===== src/hdl/azm_pkg.sv =====
// Package for the alarm zone monitor.
// Types, register indexes, zone weights and reset values shared by all azm modules.
// No dependencies.
`default_nettype none

package azm_pkg;

  localparam int unsigned NUM_ZONES  = 6;
  localparam int unsigned NUM_DIG    = 3;
  localparam int unsigned NUM_FIBER  = 3;
  localparam int unsigned SAMPLE_W   = 10;
  localparam int unsigned CNT_W      = 10;
  localparam int unsigned SUM_W      = 6;
  localparam int unsigned PATTERN_W  = 2;
  localparam int unsigned CFG_IDX_W  = 2;
  localparam int unsigned CFG_DATA_W = 10;

  localparam logic [CNT_W-1:0] CNT_MAX = '1;

  // configuration register indexes
  localparam logic [CFG_IDX_W-1:0] REG_ZONE_DISABLE    = 2'd0;
  localparam logic [CFG_IDX_W-1:0] REG_FIBER_THRESHOLD = 2'd1;
  localparam logic [CFG_IDX_W-1:0] REG_ON_LIMIT        = 2'd2;
  localparam logic [CFG_IDX_W-1:0] REG_OFF_LIMIT       = 2'd3;

  localparam logic [NUM_ZONES-1:0] RST_ZONE_DISABLE    = 6'd1;
  localparam logic [SAMPLE_W-1:0]  RST_FIBER_THRESHOLD = 10'd30;
  localparam logic [CNT_W-1:0]     RST_ON_LIMIT        = 10'd150;
  localparam logic [CNT_W-1:0]     RST_OFF_LIMIT       = 10'd750;

  // restore pattern codes
  localparam logic [PATTERN_W-1:0] PAT_NONE    = 2'd0;
  localparam logic [PATTERN_W-1:0] PAT_PARTIAL = 2'd1;
  localparam logic [PATTERN_W-1:0] PAT_FULL    = 2'd2;

  // lamp state: bit 0 red, bit 1 green
  localparam logic [1:0] LAMP_OFF   = 2'b00;
  localparam logic [1:0] LAMP_RED   = 2'b01;
  localparam logic [1:0] LAMP_GREEN = 2'b10;

  typedef struct packed {
    logic set_normal;
    logic set_alarm;
  } fiber_evt_t;

  typedef struct packed {
    logic                 buzzer;
    logic                 red_led;
    logic                 green_led;
    logic [PATTERN_W-1:0] restore_pattern;
  } alarm_out_t;

  function automatic logic [SUM_W-1:0] zone_weight(input int unsigned z);
    logic [SUM_W-1:0] w;
    unique case (z)
      0:       w = 6'd3;
      1:       w = 6'd5;
      2:       w = 6'd7;
      3:       w = 6'd11;
      4:       w = 6'd13;
      default: w = 6'd17;
    endcase
    return w;
  endfunction

endpackage

`default_nettype wire


===== src/hdl/azm_fiber.sv =====
// One fiber zone debouncer: above/below threshold run counters and confirm bit.
// Depends on azm_pkg.
`default_nettype none

module azm_fiber (
  input  wire logic                          clk,
  input  wire logic                          rst_n,
  input  wire logic                          step,
  input  wire logic [azm_pkg::SAMPLE_W-1:0]  sample,
  input  wire logic [azm_pkg::SAMPLE_W-1:0]  threshold,
  input  wire logic [azm_pkg::CNT_W-1:0]     on_limit,
  input  wire logic [azm_pkg::CNT_W-1:0]     off_limit,
  output azm_pkg::fiber_evt_t                evt
);
  import azm_pkg::*;

  logic [CNT_W-1:0] on_cnt_r, on_cnt_nxt, on_inc;
  logic [CNT_W-1:0] off_cnt_r, off_cnt_nxt, off_inc;
  logic             confirm_r, confirm_nxt;
  logic             on_hit, off_hit;

  always_comb begin
    on_inc  = on_cnt_r + ((sample > threshold && on_cnt_r != CNT_MAX) ? 10'd1 : 10'd0);
    off_inc = off_cnt_r + ((sample < threshold && off_cnt_r != CNT_MAX) ? 10'd1 : 10'd0);
    on_hit  = on_inc > on_limit;
    // an on-run clears both counters, so the off check cannot pass that tick
    off_hit = !on_hit && (off_inc > off_limit);

    on_cnt_nxt  = on_inc;
    off_cnt_nxt = off_inc;
    confirm_nxt = confirm_r;
    evt         = '0;
    if (on_hit) begin
      on_cnt_nxt     = '0;
      off_cnt_nxt    = '0;
      confirm_nxt    = 1'b1;
      evt.set_normal = confirm_r;
    end else if (off_hit) begin
      on_cnt_nxt    = '0;
      off_cnt_nxt   = '0;
      confirm_nxt   = 1'b0;
      evt.set_alarm = !confirm_r;
    end
    if (!step) begin
      evt = '0;
    end
  end

  always_ff @(posedge clk) begin
    if (!rst_n) begin
      on_cnt_r  <= '0;
      off_cnt_r <= '0;
      confirm_r <= 1'b0;
    end else if (step) begin
      on_cnt_r  <= on_cnt_nxt;
      off_cnt_r <= off_cnt_nxt;
      confirm_r <= confirm_nxt;
    end
  end

endmodule

`default_nettype wire


===== src/hdl/azm_alarm.sv =====
// Alarm decision: previous sum, inhibit flag, lamp levels, buzzer and restore code.
// Depends on azm_pkg.
`default_nettype none

module azm_alarm (
  input  wire logic                       clk,
  input  wire logic                       rst_n,
  input  wire logic                       step,
  input  wire logic [azm_pkg::SUM_W-1:0]  sum,
  input  wire logic                       inhibit_press,
  input  wire logic                       resync,
  output azm_pkg::alarm_out_t             res
);
  import azm_pkg::*;

  logic             prev_valid_r;
  logic [SUM_W-1:0] prev_sum_r;
  logic             inhibit_r, inhibit_nxt;
  logic [1:0]       lamp_r, lamp_nxt;
  logic             pv, inh;

  always_comb begin
    pv  = prev_valid_r && !resync;
    inh = inhibit_r || inhibit_press;

    lamp_nxt            = lamp_r;
    res.buzzer          = 1'b0;
    res.restore_pattern = PAT_NONE;
    priority if (pv && prev_sum_r > sum) begin
      res.restore_pattern = (sum == '0) ? PAT_FULL : PAT_PARTIAL;
    end else if (sum != '0 && !inh) begin
      res.buzzer = 1'b1;
      lamp_nxt   = LAMP_RED;
    end else if (inh) begin
      lamp_nxt = lamp_r;
    end else begin
      lamp_nxt = LAMP_GREEN;
    end
    res.red_led   = lamp_nxt[0];
    res.green_led = lamp_nxt[1];

    inhibit_nxt = inh;
    if ((!pv || prev_sum_r != sum) && (!pv || prev_sum_r < sum || sum == '0)) begin
      inhibit_nxt = 1'b0;
    end
  end

  always_ff @(posedge clk) begin
    if (!rst_n) begin
      prev_valid_r <= 1'b0;
      prev_sum_r   <= '0;
      inhibit_r    <= 1'b0;
      lamp_r       <= LAMP_OFF;
    end else if (step) begin
      // sum is stored every tick: when unchanged it equals the held value
      prev_valid_r <= 1'b1;
      prev_sum_r   <= sum;
      inhibit_r    <= inhibit_nxt;
      lamp_r       <= lamp_nxt;
    end
  end

endmodule

`default_nettype wire


===== src/hdl/alarm_zone_monitor_unit.sv =====
// Top level of the alarm zone monitor: input register, zone levels, alarm sum, result register.
// Depends on azm_pkg, azm_fiber and azm_alarm.
// A word accepted into the input register passes to the result register, which drives out_*.
// One word per cycle unless out_ready stalls; the only loop is the zone/alarm state update.
// Backpressure stalls the input register; while a result waits it takes a word only when empty.
// Reset (rst_n low, synchronous): all zones alarmed, counters and flags clear, lamps off,
// registers at defaults. Config writes are accepted every cycle.
`default_nettype none

module alarm_zone_monitor_unit (
  input  wire logic                           clk,
  input  wire logic                           rst_n,
  input  wire logic                           in_valid,
  output      logic                           in_ready,
  input  wire logic [azm_pkg::NUM_DIG-1:0]    in_digital_zones,
  input  wire logic [azm_pkg::SAMPLE_W-1:0]   in_fiber_a,
  input  wire logic [azm_pkg::SAMPLE_W-1:0]   in_fiber_b,
  input  wire logic [azm_pkg::SAMPLE_W-1:0]   in_fiber_c,
  input  wire logic                           in_inhibit_press,
  input  wire logic                           in_resync,
  output      logic                           out_valid,
  input  wire logic                           out_ready,
  output      logic                           out_buzzer,
  output      logic                           out_red_led,
  output      logic                           out_green_led,
  output      logic [azm_pkg::PATTERN_W-1:0]  out_restore_pattern,
  output      logic [azm_pkg::SUM_W-1:0]      out_alarm_sum,
  output      logic [azm_pkg::NUM_ZONES-1:0]  out_zone_normal,
  input  wire logic                           cfg_valid,
  output      logic                           cfg_ready,
  input  wire logic [azm_pkg::CFG_IDX_W-1:0]  cfg_index,
  input  wire logic [azm_pkg::CFG_DATA_W-1:0] cfg_data
);
  import azm_pkg::*;

  // configuration
  logic [NUM_ZONES-1:0] zone_disable_r;
  logic [SAMPLE_W-1:0]  fiber_threshold_r;
  logic [CNT_W-1:0]     on_limit_r, off_limit_r;

  assign cfg_ready = 1'b1;

  always_ff @(posedge clk) begin
    if (!rst_n) begin
      zone_disable_r    <= RST_ZONE_DISABLE;
      fiber_threshold_r <= RST_FIBER_THRESHOLD;
      on_limit_r        <= RST_ON_LIMIT;
      off_limit_r       <= RST_OFF_LIMIT;
    end else if (cfg_valid) begin
      unique case (cfg_index)
        REG_ZONE_DISABLE:    zone_disable_r    <= cfg_data[NUM_ZONES-1:0];
        REG_FIBER_THRESHOLD: fiber_threshold_r <= cfg_data[SAMPLE_W-1:0];
        REG_ON_LIMIT:        on_limit_r        <= cfg_data[CNT_W-1:0];
        REG_OFF_LIMIT:       off_limit_r       <= cfg_data[CNT_W-1:0];
        default: ;
      endcase
    end
  end

  // input register
  logic                s1_valid_r;
  logic [NUM_DIG-1:0]  s1_dig_r;
  logic [SAMPLE_W-1:0] s1_fib_r [NUM_FIBER];
  logic                s1_press_r, s1_resync_r;
  logic                advance;

  assign advance  = s1_valid_r && (!out_valid || out_ready);
  assign in_ready = !s1_valid_r || advance;

  always_ff @(posedge clk) begin
    if (!rst_n) begin
      s1_valid_r <= 1'b0;
    end else if (in_ready) begin
      s1_valid_r <= in_valid;
    end
  end

  always_ff @(posedge clk) begin
    if (in_valid && in_ready) begin
      s1_dig_r    <= in_digital_zones;
      s1_fib_r[0] <= in_fiber_a;
      s1_fib_r[1] <= in_fiber_b;
      s1_fib_r[2] <= in_fiber_c;
      s1_press_r  <= in_inhibit_press;
      s1_resync_r <= in_resync;
    end
  end

  // fiber zones
  fiber_evt_t fib_evt [NUM_FIBER];

  for (genvar k = 0; k < NUM_FIBER; k++) begin : g_fiber
    azm_fiber u_fiber (
      .clk       (clk),
      .rst_n     (rst_n),
      .step      (advance && !zone_disable_r[NUM_DIG+k]),
      .sample    (s1_fib_r[k]),
      .threshold (fiber_threshold_r),
      .on_limit  (on_limit_r),
      .off_limit (off_limit_r),
      .evt       (fib_evt[k])
    );
  end

  // zone levels and alarm sum
  logic [NUM_ZONES-1:0] zone_level_r, zone_level_nxt;
  logic [SUM_W-1:0]     sum;

  always_comb begin
    zone_level_nxt = zone_level_r;
    if (!zone_disable_r[0]) zone_level_nxt[0] = s1_dig_r[0];
    if (!zone_disable_r[1]) zone_level_nxt[1] = !s1_dig_r[1];  // zone 1 is normal low
    if (!zone_disable_r[2]) zone_level_nxt[2] = s1_dig_r[2];
    for (int k = 0; k < NUM_FIBER; k++) begin
      if (fib_evt[k].set_normal) zone_level_nxt[NUM_DIG+k] = 1'b1;
      if (fib_evt[k].set_alarm)  zone_level_nxt[NUM_DIG+k] = 1'b0;
    end
    sum = '0;
    for (int z = 0; z < NUM_ZONES; z++) begin
      if (!zone_disable_r[z] && !zone_level_nxt[z]) sum = sum + zone_weight(z);
    end
  end

  always_ff @(posedge clk) begin
    if (!rst_n) begin
      zone_level_r <= '0;
    end else if (advance) begin
      zone_level_r <= zone_level_nxt;
    end
  end

  alarm_out_t alarm_res;

  azm_alarm u_alarm (
    .clk           (clk),
    .rst_n         (rst_n),
    .step          (advance),
    .sum           (sum),
    .inhibit_press (s1_press_r),
    .resync        (s1_resync_r),
    .res           (alarm_res)
  );

  // result register
  logic out_valid_r;
  assign out_valid = out_valid_r;

  always_ff @(posedge clk) begin
    if (!rst_n) begin
      out_valid_r <= 1'b0;
    end else if (advance) begin
      out_valid_r <= 1'b1;
    end else if (out_ready) begin
      out_valid_r <= 1'b0;
    end
  end

  always_ff @(posedge clk) begin
    if (advance) begin
      out_buzzer          <= alarm_res.buzzer;
      out_red_led         <= alarm_res.red_led;
      out_green_led       <= alarm_res.green_led;
      out_restore_pattern <= alarm_res.restore_pattern;
      out_alarm_sum       <= sum;
      out_zone_normal     <= zone_level_nxt;
    end
  end

endmodule

`default_nettype wire


===== config.mk =====
export PLATFORM = sky130hd
export DESIGN_NAME = alarm_zone_monitor_unit
export DESIGN_NICKNAME = d
export VERILOG_FILES = /design/src/hdl/azm_pkg.sv /design/src/hdl/azm_fiber.sv /design/src/hdl/azm_alarm.sv /design/src/hdl/alarm_zone_monitor_unit.sv
export SDC_FILE = /design/constraint.sdc
export NUM_CORES = 1
export LEC_CHECK = 0
export BUFFER_PORTS_ARGS = -buffer_cell sky130_fd_sc_hd__clkbuf_2
export CAP_MARGIN = 20
export CORE_MARGIN = 2
export CORE_UTILIZATION = 40
export CTS_BUF_LIST = sky130_fd_sc_hd__clkbuf_4
export CTS_CLUSTER_DIAMETER = 120
export DETAILED_ROUTE_END_ITERATION = 7
export MAX_ROUTING_LAYER = met4
export PLACE_DENSITY_LB_ADDON = 0.1
export SYNTH_ARGS = -nofsm -noshare
export SYNTH_HDL_FRONTEND = slang
export SYNTH_SLANG_ARGS = --single-unit

===== constraint.sdc =====
create_clock -name clk -period 9 [get_ports clk]
set_clock_uncertainty 0.05 [all_clocks]
set_input_delay 0.45 -clock clk [delete_from_list [all_inputs] [get_ports clk]]
set_output_delay 0.45 -clock clk [all_outputs]
set_load 0.1 [all_outputs]

==> results of run 1 <==
[state kept, by name, indices dropped and copies added (netlist names), 10 cells and up]
signal,cells
g_fiber.u_fiber.on_cnt_r,30
g_fiber.u_fiber.off_cnt_r,30
off_limit_r,10
s1_fib_r,30
on_limit_r,10
fiber_threshold_r,10
[repair_timing]
| item | CTS | global route |
|---|---|---|
| resized for setup | 0 | 3 |
| hold buffers | 35 | 0 |
| setup endpoints to repair | 0 | 3 |
| hold endpoints to repair | 35 | 0 |
| setup buffers | 0 | 2 |
[metal layers]
layer  global-route usage, %  share of wire, %
met2                   32.90                48
met5                       -                 0
met4                   4.750               1.5
met3                   3.195               3.2
met1                   25.13                48
[worst max-delay path, delay by kind of cell, from the launching register on]
| kind | cells | cell delay (ns) |
|---|---|---|
| adder cells (fa/ha/maj) | 5 | 1.41 |
| multiplexers | 1 | 0.35 |
| flip-flops | 1 | 0.34 |
| AND/OR/NAND/NOR | 10 | 1.96 |
| AO/OA/AOI/OAI | 15 | 3.04 |
| buffers and inverters | 3 | 0.37 |
| XOR/XNOR | 2 | 0.42 |
[power groups by stage]
stage               sequential [mW]  combinational [mW]  clock (mW)
floorplan                     0.901               0.217           0
global placement              0.853               0.361           0
detailed placement            0.852               0.362           0
CTS                           0.836               0.376       0.487
global route                  0.839               0.431       0.516
finish                        0.836               0.384       0.467
[cells in the final DEF (no fill, tap or decap), types with 16 or more instances in the layout]
cell type        n
nand2_1         96
dlygate4sd3_1   35
a22oi_1         63
nor2_1         127
xor2_1          25
ha_1           117
and3_1          16
inv_1           58
nand3_1         37
o211ai_1        20
edfxtp_1        52
clkbuf_2        70
xnor2_1         34
dfxtp_1        117
a21oi_1         58
o21ai_0         19
nand4_1         21
clkbuf_4        17
[area by class of cell]
type | instances | area [µm²]
Antenna cell | 2 | 5.005
Clock buffer | 17 | 127.6
Clock inverter | 15 | 171.4
Fill cell | 2382 | 12960
Inverter | 61 | 229.0
Multi-Input combinational cell | 792 | 5492
Sequential cell | 169 | 3904
Tap cell | 324 | 405.4
Timing Repair Buffer | 117 | 810.8
[worst paths after layout]
check	start	to	slack [ns]
max	fiber_threshold_r[3]	out_green_led	0.84
min	in_valid	s1_valid_r	0.06
max reg2reg	fiber_threshold_r[3]	out_green_led	0.84
min reg2reg	zone_level_r[0]	zone_level_r[0]	0.42
[cell families after synthesis]
family | count (synthesis) | synth area share (%)
compound gates | 228 | 16.20
other cells | 1 | 0.03853
simple gates | 375 | 18.19
fa+ha+maj | 117 | 15.04
flops | 169 | 40.11
xor+xnor | 60 | 5.476
buf+inv | 97 | 3.779
mux | 11 | 1.170
[through the flow]
step                      instance area, µm²  hold slack, ns  setup WS (ns)  instances
after global routing                   11140         0.01878       0.007053       1497
after floorplan                         9733          0.3829          1.586       1058
final                                  11140         0.05863         0.8371       1497
after CTS                              11090        0.001853         0.7337       1492
after detailed placement               10440          0.3965         0.7514       1425
after global placement                 10440          0.3890         0.8974       1425
==> results.yml, run 1 <==
run_status:
  outcome: "finished, final reports clean"
setup_path:
  r2r_cells: 36
  criticalPathCategory: "flip-flop to flip-flop"
  startpoint_type: "flip-flop"
  required_ns: 9.32
  cpMostUsedCell: "ha_1"
  endpoint_kind: "flip-flop"
  slowest_stage: "or3_1"
  cp.arrival_ns: 8.48
  max_stage_delay_ns: 0.43
  path_max_fanout: 8
pwr:
  swShare_pct: 34.00
  power_mw: 1.687
  p_int_mw: 1.113
  clkPwrFrac_pct: 27.7
  p_per_area_nw_per_um2: 151.3
  vdd_drop_max_mv: 0.09603
  pwr-share-comb_pct: 22.8
  seqPwrFrac_pct: 49.5
  p_leak_nw: 4.840
  p_sw_uw: 573.5
die:
  dieArea_um2: 25600
  boundaryPins: 72
  dieHeight_um: 160.0
  die_w_um: 160.0
  rows: 57
  initial_core_util_pct: 40.38
  core-area_um2: 24110
grt:
  grt_max_degree: 96
  first_global_vias: 7716
  grt_pass1_wl_um: 39090
  grt_antenna_before_repair: 1
  grt-ovfl-total: 0
  track_usage_pct: 19.72
synth:
  ys_async_sr_fraction_pct: 0
  synth_commonest_cells: "nor2_1 (128), dfxtp_1 (117), ha_1 (117), nand2_1 (96), a22oi_1 (63)"
  yosys.area.top_type: "dfxtp_1"
  synth_area_leaders: "dfxtp_1 (24%), edfxtp_1 (16%), ha_1 (15%)"
  yosysWarnings: 0
  syn_inst: 1058
  yosysMostFrequentCell: "nor2_1"
  synth_top_area_share_pct: 24.06
  ys_seq_area_share_pct: 40.11
  synth_edf_count: 52
  synth_seq_cells: 169
  ys.flop_type: "dfxtp_1"
  synth.distinct_cells: 64
  synth_fp_nets: 1227
  netlist_area_um2: 9733
  syn_avg_cell_area_um2: 9.200
clocking:
  clock_path_buffers: 2
  numCtsBuffers: 17
  cts_tree: "built"
  htree_levels: 4
  clk_pin_slew_ns: 0.18
  worstSkewPairLatency_ns: 0.58
  clock-root-buffer: "clkbuf_4"
  clock_sinks: 169
sta:
  finalCriticalPeriod_ns: 8.163
  post-route-period-util_pct: 90.70
  tightest_slew_ns: 1.091
  finalHoldViolCount: 0
  slew_headroom_pct: 27.06
  rsz0062_at_grt: "false"
  slew_viol_final: 0
  tns_ns: 0
  max_freq_mhz: 122.5
  setup_viol: 0
cells_and_area:
  finalNetCount: 1327
  final_util_pct: 46.23
  area_delta_synth_final_pct: 14.50
  drive_gt1_share_pct: 11.96
job:
  maxCapViolCount: 0
route:
  vias: 7790
  drc: 0
  wirelength_um: 23740
  viasPerCell: 5.204
  wire_per_inst_um: 15.86
  drt_first_pass_iters: 5
  antenna_left: 0
  drt_iter0_drc: 395
min_path:
  hold_depth: 3
  min_path_type: "input port to flip-flop"
place:
  dp_hpwl_um: 17630
  port_buffers: 70
  place.gp.congestion: 0.8544
(Power assumes the default switching activity.)
==> inputs of run 2 (changes only) <==
--- a/config.mk
+++ b/config.mk
@@ -9,7 +9,7 @@
 export CAP_MARGIN = 20
 export CORE_MARGIN = 2
 export CORE_UTILIZATION = 40
-export CTS_BUF_LIST = sky130_fd_sc_hd__clkbuf_4
+export CTS_BUF_LIST = sky130_fd_sc_hd__clkbuf_4 sky130_fd_sc_hd__clkbuf_8
 export CTS_CLUSTER_DIAMETER = 120
 export DETAILED_ROUTE_END_ITERATION = 7
 export MAX_ROUTING_LAYER = met4
==> constraint.sdc (replaced) <==
create_clock -name clk -period 8.95 [get_ports clk]
set_clock_uncertainty 0.05 [all_clocks]
set_input_delay 0.4475 -clock clk [delete_from_list [all_inputs] [get_ports clk]]
set_output_delay 0.4475 -clock clk [all_outputs]
set_load 0.1 [all_outputs]
==> run 2 against run 1 <==
Against the previous run: sequential power barely moved; via count fell by 0.76%; critical endpoint unchanged; fmax barely moved; non-clock buffer count fell by 35; critical path depth did not move; register-to-register slack got worse by 0.05 ns; wire length barely moved; cell count fell by 2.5%; first-iteration DRC count rose by 16%.
==> results.yml, run 2 (synthesis results as in run 1) <==
pwr:
  seqPwrFrac_pct: 47.8
  pwr-share-comb_pct: 21.1
  power_mw: 1.754
  p_int_mw: 1.170
  vdd_drop_max_mv: 0.1114
  p_leak_nw: 4.733
  clkPwrFrac_pct: 31.0
  p_sw_uw: 583.4
  p_per_area_nw_per_um2: 161.1
  swShare_pct: 33.27
setup_path:
  required_ns: 9.14
  slowest_stage: "or3_1"
  cpMostUsedCell: "ha_1"
  critical_path_buf_inv_count: 3
  max_stage_delay_ns: 0.44
  startpoint_type: "flip-flop"
  cp_top_family: "compound AO/OA/AOI/OAI gates"
  cp.arrival_ns: 8.35
  criticalPathCategory: "flip-flop to flip-flop"
  r2r_end: "out_green_led"
  r2r_cells: 36
  reg2reg_from: "fiber_threshold_r[3]"
  endpoint_kind: "flip-flop"
  reg2reg_slack_ns: 0.79
  path_max_fanout: 8
route:
  drt_iter0_drc: 460
  vias: 7731
  antenna_left: 0
  viasPerCell: 5.295
  drt_first_pass_iters: 5
  wirelength_um: 23750
  wire_per_inst_um: 16.26
  drc: 0
min_path:
  min_path_type: "input port to flip-flop"
  hold_depth: 1
  hp-start: "in_inhibit_press"
  hold_path_end: "s1_press_r"
grt:
  grt-ovfl-total: 0
  grt_antenna_before_repair: 0
  grt_pass1_wl_um: 39070
  track_usage_pct: 19.87
  first_global_vias: 7506
  grt_max_degree: 96
clocking:
  numCtsBuffers: 17
  ctsHoldBuffers: 0
  clk_pin_slew_ns: 0.11
  worstSkewPairLatency_ns: 0.47
  clock_sinks: 169
  htree_levels: 4
  clock_path_buffers: 2
  clock-root-buffer: "clkbuf_8"
  cts_tree: "built"
sta:
  setup_ws_ns: 0.7874
  finalCriticalPeriod_ns: 8.163
  slew_viol_final: 0
  slew_headroom_pct: 27.54
  setup_viol: 0
  max_freq_mhz: 122.5
  tightest_slew_ns: 1.087
  finalHoldViolCount: 0
  post-route-period-util_pct: 91.20
  tns_ns: 0
cells_and_area:
  area_delta_synth_final_pct: 11.86
  finalNetCount: 1292
  top_regs: "g_fiber.u_fiber.off_cnt_r x30, g_fiber.u_fiber.on_cnt_r x30, s1_fib_r x30"
  fillers: 2417
  num_antenna_cells: 0
  layout_common_cells: "nor2_1 (127), ha_1 (117), dfxtp_1 (117), nand2_1 (96), clkbuf_2 (70)"
  final_common_cell: "nor2_1"
  drive_gt1_share_pct: 12.32
  final_area_um2: 10890
job:
  maxCapViolCount: 0
place:
  dp_slack_ns: 0.7426
  place.gp.congestion: 0.8540
  port_buffers: 70
  dpl_cell_area_um2: 10440
  dp_hpwl_um: 17660
run_status:
  outcome: "finished, final reports clean"
die:
  die_w_um: 160.0
  rows: 57
  dieArea_um2: 25600
  core-area_um2: 24110
  dieHeight_um: 160.0
  boundaryPins: 72
  initial_core_util_pct: 40.38
==> run 2: worst max-delay path by stage <==
stage	from	to	cells past startpoint
3_5_place_dp	fiber_threshold_r[3]	u_alarm.lamp_r[1]	38
6_report	fiber_threshold_r[3]	out_green_led	36
5_1_grt	fiber_threshold_r[3]	out_green_led	36
2_1_floorplan	fiber_threshold_r[3]	out_green_led	34
4_1_cts	fiber_threshold_r[3]	u_alarm.lamp_r[1]	38
3_3_place_gp	fiber_threshold_r[3]	u_alarm.lamp_r[1]	38
==> run 2: final cells by class <==
| type | instances | area, µm² | area share, % |
|---|---|---|---|
| inverter | 61 | 229.0 | 2.103 |
| multi-input combinational | 792 | 5493 | 50.45 |
| clock inverter | 13 | 127.6 | 1.172 |
| tap | 324 | 405.4 | 3.723 |
| timing repair buffer | 82 | 467.9 | 4.298 |
| clock buffer | 19 | 261.5 | 2.402 |
| sequential | 169 | 3904 | 35.85 |
==> run 2: per-layer routing <==
metal,track usage (%),wire [µm],vias up
met1,25.46,11180,3624
met4,5.119,380,0
li1,-,-,3932
met5,-,0,-
met3,3.896,1015,21
met2,32.31,11170,154
==> run 2: worst register-to-register path, delay by kind of cell (launching register included) <==
kind,cells,cell delay (ns)
xor gates and xnor gates,2,0.43
adders and majority gates,5,1.43
buffers and inverters,3,0.36
muxes,1,0.35
and+or+nand+nor,10,1.98
AOI/OAI and AO/OA,15,3.02
DFF,1,0.32
==> run 2: repair_timing <==
item | CTS | global route
setup buffers | 0 | 1
setup endpoints to repair | 0 | 3
gates resized for setup | 0 | 3
==> run 2: per-stage QoR <==
stage	utilization [%]	hold WS (ns)	instances
after floorplan	-	0.3829	1058
after global placement	43.31	0.3890	1425
after detailed placement	43.31	0.3963	1425
after CTS	44.92	0.06623	1457
after global routing	45.17	0.04968	1460
final	45.17	0.09102	1460
==> run 2: power by group through the flow <==
stage / clock network, mW / logic, mW / registers, mW
after global routing: 0.596 / 0.417 / 0.843
after global placement: 0 / 0.363 / 0.857
after CTS: 0.563 / 0.366 / 0.840
after floorplan: 0 / 0.218 / 0.906
final: 0.544 / 0.370 / 0.839
after detailed placement: 0 / 0.365 / 0.857
==> inputs of run 3 (changes only) <==
--- a/config.mk
+++ b/config.mk
@@ -7,6 +7,8 @@
 export LEC_CHECK = 0
 export BUFFER_PORTS_ARGS = -buffer_cell sky130_fd_sc_hd__clkbuf_2
 export CAP_MARGIN = 20
+export CELL_PAD_IN_SITES_DETAIL_PLACEMENT = 1
+export CELL_PAD_IN_SITES_GLOBAL_PLACEMENT = 1
 export CORE_MARGIN = 2
 export CORE_UTILIZATION = 40
 export CTS_BUF_LIST = sky130_fd_sc_hd__clkbuf_4 sky130_fd_sc_hd__clkbuf_8
==> run 3 against run 2 <==
Against the previous run: fmax increased by 0.55%; clock-buffer cell count fell by 2; non-clock buffer count is 3 lower; combinational power barely moved; critical path type unchanged; clock power up 6.2%; worst setup slack better by 0.044 ns; register-to-register slack better by 0.04 ns; cell count down 0.21%; wire length grew 9.4%; sequential power barely moved; critical path depth up 5; final area about the same.
==> results.yml, run 3 (synthesis results as in run 1) <==
run_status:
  outcome: "finished, final reports clean"
pwr:
  vdd_drop_max_mv: 0.08608
  p_int_mw: 1.164
  p_per_area_nw_per_um2: 164.4
  p_sw_uw: 625.1
  p_leak_nw: 4.725
  seqPwrFrac_pct: 46.9
  power_mw: 1.790
  clkPwrFrac_pct: 32.3
  swShare_pct: 34.93
  pwr-share-comb_pct: 20.8
cells_and_area:
  top_regs: "g_fiber.u_fiber.off_cnt_r x30, g_fiber.u_fiber.on_cnt_r x30, s1_fib_r x30"
  fillers: 2874
  area_delta_synth_final_pct: 11.84
  final_common_cell: "nor2_1"
  final_util_pct: 45.16
  drive_gt1_share_pct: 12.18
  layout_common_cells: "nor2_1 (128), dfxtp_1 (117), ha_1 (116), nand2_1 (96), clkbuf_2 (70)"
  fin_cells: 1457
  num_antenna_cells: 0
  final_area_um2: 10890
  finalNetCount: 1289
grt:
  grt_pass1_wl_um: 42390
  first_global_vias: 7962
  track_usage_pct: 21.55
  grt_max_degree: 82
  grt-ovfl-total: 0
  grt_antenna_before_repair: 0
setup_path:
  endpoint_kind: "flip-flop"
  cpMostUsedCell: "o21ai_0"
  startpoint_type: "flip-flop"
  reg2reg_from: "fiber_threshold_r[1]"
  criticalPathCategory: "flip-flop to flip-flop"
  cp.arrival_ns: 8.45
  path_max_fanout: 4
  max_stage_delay_ns: 0.37
  required_ns: 9.28
  cp-startpoint: "fiber_threshold_r[1]"
  r2r_cells: 41
  slowest_stage: "nor4_1"
clocking:
  clk_pin_slew_ns: 0.12
  clock_path_buffers: 2
  worstSkewPairLatency_ns: 0.48
  clock-root-buffer: "clkbuf_8"
  htree_levels: 4
  numCtsBuffers: 17
  cts_tree: "built"
  clock_sinks: 169
  ctsHoldBuffers: 0
sta:
  setup_viol: 0
  setup_ws_ns: 0.8318
  slew_viol_final: 0
  max_freq_mhz: 123.2
  tightest_slew_ns: 1.044
  finalHoldViolCount: 0
  rsz0062_at_grt: "false"
  slew_headroom_pct: 30.14
  tns_ns: 0
  whs_ns: 0.07742
  finalCriticalPeriod_ns: 8.118
  post-route-period-util_pct: 90.71
die:
  rows: 57
  initial_core_util_pct: 40.38
  boundaryPins: 72
  dieArea_um2: 25600
  core-area_um2: 24110
  dieHeight_um: 160.0
  die_w_um: 160.0
route:
  wire_per_inst_um: 17.84
  drt_first_pass_iters: 4
  antenna_left: 0
  drc: 0
  vias: 7794
  drt_iter0_drc: 306
  wirelength_um: 25990
  viasPerCell: 5.349
job:
  maxCapViolCount: 0
min_path:
  hp-start: "in_fiber_c[6]"
  min_path_type: "input port to flip-flop"
  hold_depth: 1
place:
  dp_hpwl_um: 19960
  dpl_cell_area_um2: 10430
  dp.cells: 1425
  port_buffers: 70
  dp_slack_ns: 0.3163
  place.gp.congestion: 0.8280
run 3: final cells by class:
class                      count  area [µm²]  share of cell area [%]
multi-input combinational    792        5507                   50.59
sequential                   169        3904                   35.86
timing repair buffer          79       417.9                   3.839
tap                          324       405.4                   3.724
clock buffer                  17       234.0                   2.149
inverter                      61       229.0                   2.103
clock inverter                15       188.9                   1.736
run 3: what timing repair did:
action                                  CTS  global route
endpoints found under the setup margin    0             7
buffers inserted                          0             0
gates resized for setup                   0             6
run 3: worst max-delay path: cells and delay by family (launching register included):
kind                       cells  cell delay, ns
AOI/OAI and AO/OA             16            3.04
xor gates and xnor gates       2            0.53
adders and majority gates      4            1.05
buffers and inverters          2            0.29
DFF                            1            0.33
and+or+nand+nor               17            2.72
run 3: power groups by stage:
| stage | clock [mW] | combinational (mW) | sequential (mW) |
|---|---|---|---|
| final | 0.578 | 0.372 | 0.840 |
| after floorplan | 0 | 0.218 | 0.906 |
| after CTS | 0.594 | 0.372 | 0.841 |
| after detailed placement | 0 | 0.370 | 0.858 |
| after global routing | 0.627 | 0.418 | 0.844 |
| after global placement | 0 | 0.365 | 0.857 |
run 3: worst paths after layout:
| path | end | slack [ns] |
|---|---|---|
| worst max-delay path | u_alarm.lamp_r[1] | 0.83 |
| worst min-delay path | s1_fib_r[0][26] | 0.08 |
| worst max register to register | u_alarm.lamp_r[1] | 0.83 |
| worst min register to register | off_limit_r[4] | 0.42 |
run 3: metal layers:
layer / share of wire (%) / global-route usage [%] / up-vias / wire length, µm
met3: 2.0 / 3.558 / 21 / 512
met1: 47 / 26.14 / 3774 / 12180
met5: 0 / - / - / 0
met2: 49 / 37.35 / 67 / 12850
met4: 1.7 / 5.487 / 0 / 452
li1: - / - / 3932 / -
